File: config.mk
export PLATFORM = sky130hd
export DESIGN_NAME = lvds_bitslip_lane_aligner_unit
export DESIGN_NICKNAME = d
export VERILOG_FILES = /design/src/lba_pkg.sv /design/src/lba_step.sv /design/src/lvds_bitslip_lane_aligner_unit.sv
export SDC_FILE = /design/constraint.sdc
export NUM_CORES = 1
export LEC_CHECK = 0
export ABC_AREA = 1
export BUFFER_PORTS_ARGS = -buffer_cell sky130_fd_sc_hd__buf_4
export CORE_AREA = 4 4 88 152
export DETAILED_ROUTE_END_ITERATION = 10
export DIE_AREA = 0 0 92 156
export PLACE_DENSITY = 0.68
export SLEW_MARGIN = 20
export SYNTH_ARGS = -nofsm -noshare
export SYNTH_HDL_FRONTEND = slang
export SYNTH_HIERARCHICAL = 1
export SYNTH_SLANG_ARGS = --single-unit
File: constraint.sdc
create_clock -name i_clk -period 2.6 [get_ports i_clk]
set_input_delay 0.26 -clock i_clk [delete_from_list [all_inputs] [get_ports i_clk]]
set_output_delay 0.26 -clock i_clk [all_outputs]
set_load 0.01 [all_outputs]
File: src/lba_pkg.sv
// ----------------------------------------------------------------------------
// lba_pkg
// Shared types, codes and helper functions for the LVDS bitslip lane aligner.
// ----------------------------------------------------------------------------
package lba_pkg;

    localparam int DATA_LANES = 4;   // 1..4
    localparam int IMAGERS    = 2;   // 1..2

    localparam logic [2:0] LAST_LANE = 3'(DATA_LANES);

    localparam logic [9:0] MAX_ATTEMPTS_RST  = 10'd1000;
    localparam logic [7:0] TRAINING_WORD_RST = 8'd233;
    localparam logic [9:0] SLIP_CNT_MAX      = 10'd1023;

    localparam int SYNC_SHIFT  = 24;
    localparam int DATA_SHIFT  = 16;
    localparam int SYNC_BIT    = 4;
    localparam int LANE_STRIDE = 5;

    typedef enum logic {
        FN_START  = 1'b0,
        FN_SAMPLE = 1'b1
    } t_func;

    typedef enum logic [1:0] {
        ST_BUSY = 2'd0,
        ST_DONE = 2'd1,
        ST_FAIL = 2'd2,
        ST_IDLE = 2'd3
    } t_status;

    typedef enum logic {
        CFG_MAX_ATTEMPTS  = 1'b0,
        CFG_TRAINING_WORD = 1'b1
    } t_cfg_idx;

    typedef struct packed {
        logic        func;
        logic        imager;
        logic [31:0] sample_word;
    } t_in;

    typedef struct packed {
        logic [9:0] slip_mask;
        logic [2:0] next_channel;
        logic [1:0] status;
        logic [2:0] lane;
        logic [9:0] slip_count;
    } t_out;

    typedef struct packed {
        logic       busy;
        logic       imager;
        logic [2:0] lane;
        logic [9:0] attempts;
        logic [9:0] slips;
    } t_state;

    // channel carrying a lane: imager*4, plus data lane index less one (sync lane 0 adds nothing)
    function automatic logic [2:0] chan_of(input logic img, input logic [2:0] lane);
        logic [2:0] ch;
        ch = {img, 2'b00};
        if (lane != 3'd0) begin
            ch = ch + (lane - 3'd1);
        end
        return ch;
    endfunction

    function automatic logic [9:0] slip_bit(input logic img, input logic [2:0] lane);
        logic [3:0] pos;
        pos = (lane == 3'd0) ? 4'(SYNC_BIT) : ({1'b0, lane} - 4'd1);
        pos = pos + (img ? 4'(LANE_STRIDE) : 4'd0);
        return 10'd1 << pos;
    endfunction

    function automatic logic sync_match(input logic [7:0] b);
        return (b == 8'h0d) || (b == 8'h0a) || (b == 8'he9) || (b == 8'haa) ||
               (b == 8'hca) || (b == 8'h4a) || (b == 8'h16) || (b == 8'h05);
    endfunction

endpackage

File: src/lba_step.sv
// ----------------------------------------------------------------------------
// lba_step
// Next state and result for one beat: lane compare, slip request and the
// attempt / slip counter updates.
// ----------------------------------------------------------------------------
module lba_step (
    input  lba_pkg::t_in    i_item,
    input  lba_pkg::t_state i_st,
    input  logic [9:0]      i_max_attempts,
    input  logic [7:0]      i_training_word,
    output lba_pkg::t_state o_st,
    output lba_pkg::t_out   o_res
);

    logic [7:0] sync_byte;
    logic [7:0] data_byte;
    logic       hit;
    logic       slip;
    logic [9:0] att_inc;
    logic [9:0] slips_inc;
    logic [9:0] mask;

    assign sync_byte = i_item.sample_word[lba_pkg::SYNC_SHIFT +: 8];
    assign data_byte = i_item.sample_word[lba_pkg::DATA_SHIFT +: 8];
    assign att_inc   = i_st.attempts + 10'd1;

    always_comb begin
        if (i_st.lane == 3'd0) begin
            hit  = lba_pkg::sync_match(sync_byte);
            slip = !hit && (sync_byte != 8'd0);
        end else begin
            hit  = (data_byte == i_training_word);
            slip = !hit;
        end
        slips_inc = (slip && (i_st.slips != lba_pkg::SLIP_CNT_MAX)) ?
                    i_st.slips + 10'd1 : i_st.slips;
        mask      = slip ? lba_pkg::slip_bit(i_st.imager, i_st.lane) : 10'd0;
    end

    always_comb begin
        o_st  = i_st;
        o_res = '0;
        if (i_item.func == lba_pkg::FN_START) begin
            o_st.attempts = '0;
            o_st.slips    = '0;
            o_st.lane     = '0;
            if (int'(i_item.imager) >= lba_pkg::IMAGERS) begin
                o_st.busy    = 1'b0;
                o_st.imager  = 1'b0;
                o_res.status = lba_pkg::ST_FAIL;
            end else begin
                o_st.busy          = 1'b1;
                o_st.imager        = i_item.imager;
                o_res.next_channel = lba_pkg::chan_of(i_item.imager, 3'd0);
                o_res.status       = lba_pkg::ST_BUSY;
            end
        end else if (!i_st.busy) begin
            o_res.status = lba_pkg::ST_IDLE;
        end else if (hit) begin
            o_st.attempts = '0;
            o_st.slips    = '0;
            if (i_st.lane >= lba_pkg::LAST_LANE) begin
                o_st.busy          = 1'b0;
                o_st.lane          = '0;
                o_res.next_channel = lba_pkg::chan_of(i_st.imager, 3'd0);
                o_res.status       = lba_pkg::ST_DONE;
                o_res.lane         = lba_pkg::LAST_LANE;
                o_res.slip_count   = i_st.slips;
            end else begin
                o_st.lane          = i_st.lane + 3'd1;
                o_res.next_channel = lba_pkg::chan_of(i_st.imager, i_st.lane + 3'd1);
                o_res.status       = lba_pkg::ST_BUSY;
                o_res.lane         = i_st.lane + 3'd1;
            end
        end else begin
            o_res.slip_mask    = mask;
            o_res.next_channel = lba_pkg::chan_of(i_st.imager, i_st.lane);
            o_res.lane         = i_st.lane;
            o_res.slip_count   = slips_inc;
            // zero max_attempts fails on the first sample too
            if (att_inc >= i_max_attempts) begin
                o_st.busy     = 1'b0;
                o_st.lane     = '0;
                o_st.attempts = '0;
                o_st.slips    = '0;
                o_res.status  = lba_pkg::ST_FAIL;
            end else begin
                o_st.attempts = att_inc;
                o_st.slips    = slips_inc;
                o_res.status  = lba_pkg::ST_BUSY;
            end
        end
    end

endmodule

File: src/lvds_bitslip_lane_aligner_unit.sv
// ----------------------------------------------------------------------------
// lvds_bitslip_lane_aligner_unit
// Bitslip word alignment of the sync and data lanes of one imager at a time.
// ----------------------------------------------------------------------------
//  channel  | direction | signals                           | beat
//  ---------+-----------+-----------------------------------+---------------------
//  in       | sink      | i_in_valid / o_in_ready / i_in    | start or sample word
//  out      | source    | o_out_valid / i_out_ready / o_out | one result per beat
//  cfg      | sink      | i_cfg_we / i_cfg_idx / i_cfg_data | register write
//
//  One beat per cycle sustained while results are taken. A taken beat goes
//  to the input register, then past the compare/count to the result register.
//  The alignment state updates as a beat moves from input to result register.
//  Synchronous active-low reset returns to idle with default registers.
//  A stalled result holds both stages; each stage refills as it drains.
// ----------------------------------------------------------------------------
module lvds_bitslip_lane_aligner_unit (
    input  logic           i_clk,
    input  logic           i_rst_n,
    input  logic           i_in_valid,
    output logic           o_in_ready,
    input  lba_pkg::t_in   i_in,
    output logic           o_out_valid,
    input  logic           i_out_ready,
    output lba_pkg::t_out  o_out,
    input  logic           i_cfg_we,
    input  logic           i_cfg_idx,
    input  logic [9:0]     i_cfg_data
);

    logic            r_in_valid;
    lba_pkg::t_in    r_in;
    logic            r_out_valid;
    lba_pkg::t_out   r_out;
    lba_pkg::t_state r_st;
    lba_pkg::t_state n_st;
    lba_pkg::t_out   n_out;
    logic [9:0]      r_max_attempts;
    logic [7:0]      r_training_word;
    logic            advance;

    assign advance     = !r_out_valid || i_out_ready;
    assign o_in_ready  = !r_in_valid || advance;
    assign o_out_valid = r_out_valid;
    assign o_out       = r_out;

    lba_step u_step (
        .i_item          (r_in),
        .i_st            (r_st),
        .i_max_attempts  (r_max_attempts),
        .i_training_word (r_training_word),
        .o_st            (n_st),
        .o_res           (n_out)
    );

    always_ff @(posedge i_clk) begin
        if (!i_rst_n) begin
            r_max_attempts  <= lba_pkg::MAX_ATTEMPTS_RST;
            r_training_word <= lba_pkg::TRAINING_WORD_RST;
        end else if (i_cfg_we) begin
            unique case (i_cfg_idx)
                lba_pkg::CFG_MAX_ATTEMPTS:  r_max_attempts  <= i_cfg_data;
                lba_pkg::CFG_TRAINING_WORD: r_training_word <= i_cfg_data[7:0];
                default: ;
            endcase
        end
    end

    always_ff @(posedge i_clk) begin
        if (!i_rst_n) begin
            r_in_valid  <= 1'b0;
            r_out_valid <= 1'b0;
            r_st        <= '0;
        end else begin
            if (o_in_ready) begin
                r_in_valid <= i_in_valid;
            end
            if (advance) begin
                r_out_valid <= r_in_valid;
                if (r_in_valid) begin
                    r_st <= n_st;
                end
            end
        end
    end

    always_ff @(posedge i_clk) begin
        if (o_in_ready && i_in_valid) begin
            r_in <= i_in;
        end
        if (advance && r_in_valid) begin
            r_out <= n_out;
        end
    end

endmodule

==> impl_metrics.ini <==
[place]
dp_hpwl_mm = 9.62
place_ws_ns = -0.282
place.gp.congestion = 0.922
numPortBuffers = 63

[sta]
setup-violations-final = 21
drv_slew = 0
max_slew_margin_pct = 38.0
finalWorstSetupSlack_ns = -0.105
final.hold.worst_slack_ns = 0.0866
achievable-frequency_ghz = 0.370
timing.final.crit_period_ns = 2.70
finClkSkew_ns = 0.00618
finalHoldViolations = 0
layout_worst_path_cycle_share_pct = 104
worstMarginPinSlew_ns = 0.927
rsz0062_at_grt = true

[worst_setup_path]
timing_worst_setup_path_type = reg -> reg
endpoint_kind = flip-flop
slowest_delay_ns = 0.35
required_time_worst_endpoint_ns = 2.89
worstPathBufferInverterCount = 6
timing.critical_path.max_delay_family = simple AND/OR/NAND/NOR gates
crit_top_cell = nand2_1
worst_setup_path_start_kind = flip-flop
cpMaxStageDelayCell = dfxtp_2
crit_path_cell_trace = ha_2, inv_2, nor2_4, buf_4, xnor2_1, inv_1, ha_1, nand2_2, inv_1, nand2_1, nand2_1, nand2_1, nand3_1, nor2_2, nand3_2, buf_4, nor2_4, nand3_2, a21oi_2, inv_1, nand3_1, nand2_1, nor2_1
critical_path_arrival_ns = 2.99
path_max_fanout = 3

[floorplan]
floorplan.die.height_um = 156
start_util_pct = 45.6
coreArea_um2 = 12100
width_of_the_die_um = 92
die-area_um2 = 14400
ios = 80
placement_rows = 53

[power_and_ir_drop]
pwr_density_cell_nw_per_um2 = 539
vdd_ir_max_uv = 438
power.leakage_nw = 3.08

[detailed_routing]
detailedRoute.firstIterationViolations = 225
post_drt_wl_per_cell_um = 13.1
viasPerCell = 5.09
ant_nets = 0
detailroute.via_count = 5034
route.final.wire_length_mm = 13.0
post-route-drc-count = 0
drt_pre_antenna_iters = 5

[clock_network]
cts_num_sinks = 91
cts_hold_repair.buffers = 0
cts-buffers-inserted = 9
cts_root_buf = clkbuf_16
clock_latency_ns = 0.34
htree_num_levels = 3
clock_path_buffers = 2
worst_setup_hold_path_clk_slew_ns = 0.07
cts_tree = built

[min_path]
min_path_type = in -> reg

[outcome]
violated_checks = negative setup slack
run_status = complete, but fails checks

[cells_and_area]
multi_input_comb_area_um2 = 2790
antennaDiodeCount = 0
share_of_cells_above_drive_strength_1_pct = 21.7
area_growth_syn_to_layout_pct = 23.4
area.sequential_um2 = 2290
final_net_count = 891
fill_cells = 1141

[grt]
initial_antenna_violation_count = 0
grt_overflow_total = 0
grt_start_max_net_pins = 52
number_of_global_route_vias_before_repair = 4909
grt_pass1_wl_mm = 21.6
grt_overall_usage_pct = 18.5

[flow_run]
cap_violations = 0

[yosys]
syn_area_per_cell_um2 = 7.46
synthCells = 737
ys.warnings.count = 6
syn-num-nets = 809
syn_area_um2 = 5500
-- report_power, final --
part	internal (mW)	switching, mW
combinational	0.291	0.422
clock	0.683	0.620
sequential	1.59	0.0552
total	2.56	1.10
-- area by class of cell --
class / count / area share (%)
multi-input cells: 508 / 41.1
flip-flops and latches: 91 / 33.7
repair buffers: 104 / 11.8
inverters: 105 / 5.88
clock buffers: 9 / 3.32
well taps: 165 / 3.04
clock inverters: 7 / 1.16
-- per-stage QoR --
stage | setup TNS, ns | instance area (um^2) | power [mW] | utilization [%] | cells
after global routing | -5.84 | 6790 | 3.86 | 56.2 | 989
after detailed placement | -5.72 | 6270 | 2.34 | 52.0 | 970
final | -1.06 | 6790 | 3.66 | 56.2 | 989
after CTS | -1.59 | 6670 | 3.68 | 55.3 | 988
after global placement | -3.82 | 6270 | 2.32 | 52.0 | 970
after floorplan | 0 | 5500 | 2.13 | - | 737
-- final timing paths --
kind                                         from                 to  slack (ns)  cells after the start
worst max register to register           r_st[11]            r_st[0]       -0.10                     23
worst min-delay path                     i_in[25]           r_in[25]        0.09                      1
worst min register to register  r_max_attempts[7]  r_max_attempts[7]        0.47                      2
worst max-delay path                     r_st[11]            r_st[0]       -0.10                     23
-- placed cells by master, fill, tap and decap left out, types with 16 or more instances in the layout --
| cell type | instances |
|---|---|
| ha_1 | 19 |
| a21oi_2 | 16 |
| nor2_1 | 70 |
| dfxtp_1 | 41 |
| a21oi_1 | 49 |
| o21ai_0 | 45 |
| nand2_1 | 149 |
| nand4_1 | 18 |
| buf_4 | 101 |
| nand3_1 | 62 |
| edfxtp_1 | 46 |
| inv_1 | 98 |
| xor2_1 | 21 |
-- sequential cells by signal (all words and copies together), names as in the netlist --
| signal | cells |
|---|---|
| o_out | 28 |
| o_out_valid | 1 |
| r_in | 18 |
| r_in_valid | 1 |
| r_max_attempts | 10 |
| r_st | 25 |
| r_training_word | 8 |
-- timing repair --
action / in CTS / in global routing
resized for setup: 25 / 27
setup endpoints to repair: 25 / 25
pin swaps: 9 / 14
gates cloned: 0 / 0
setup buffers: 2 / 1
-- layer usage --
layer | track usage, % | vias up | share of wire, %
li1 | - | 2569 | -
met1 | 18.7 | 2315 | 39
met2 | 36.4 | 121 | 56
met3 | 2.61 | 29 | 3.0
met4 | 8.86 | 0 | 2.8
met5 | 0 | - | 0
Power figures use the tool's default switching activity.
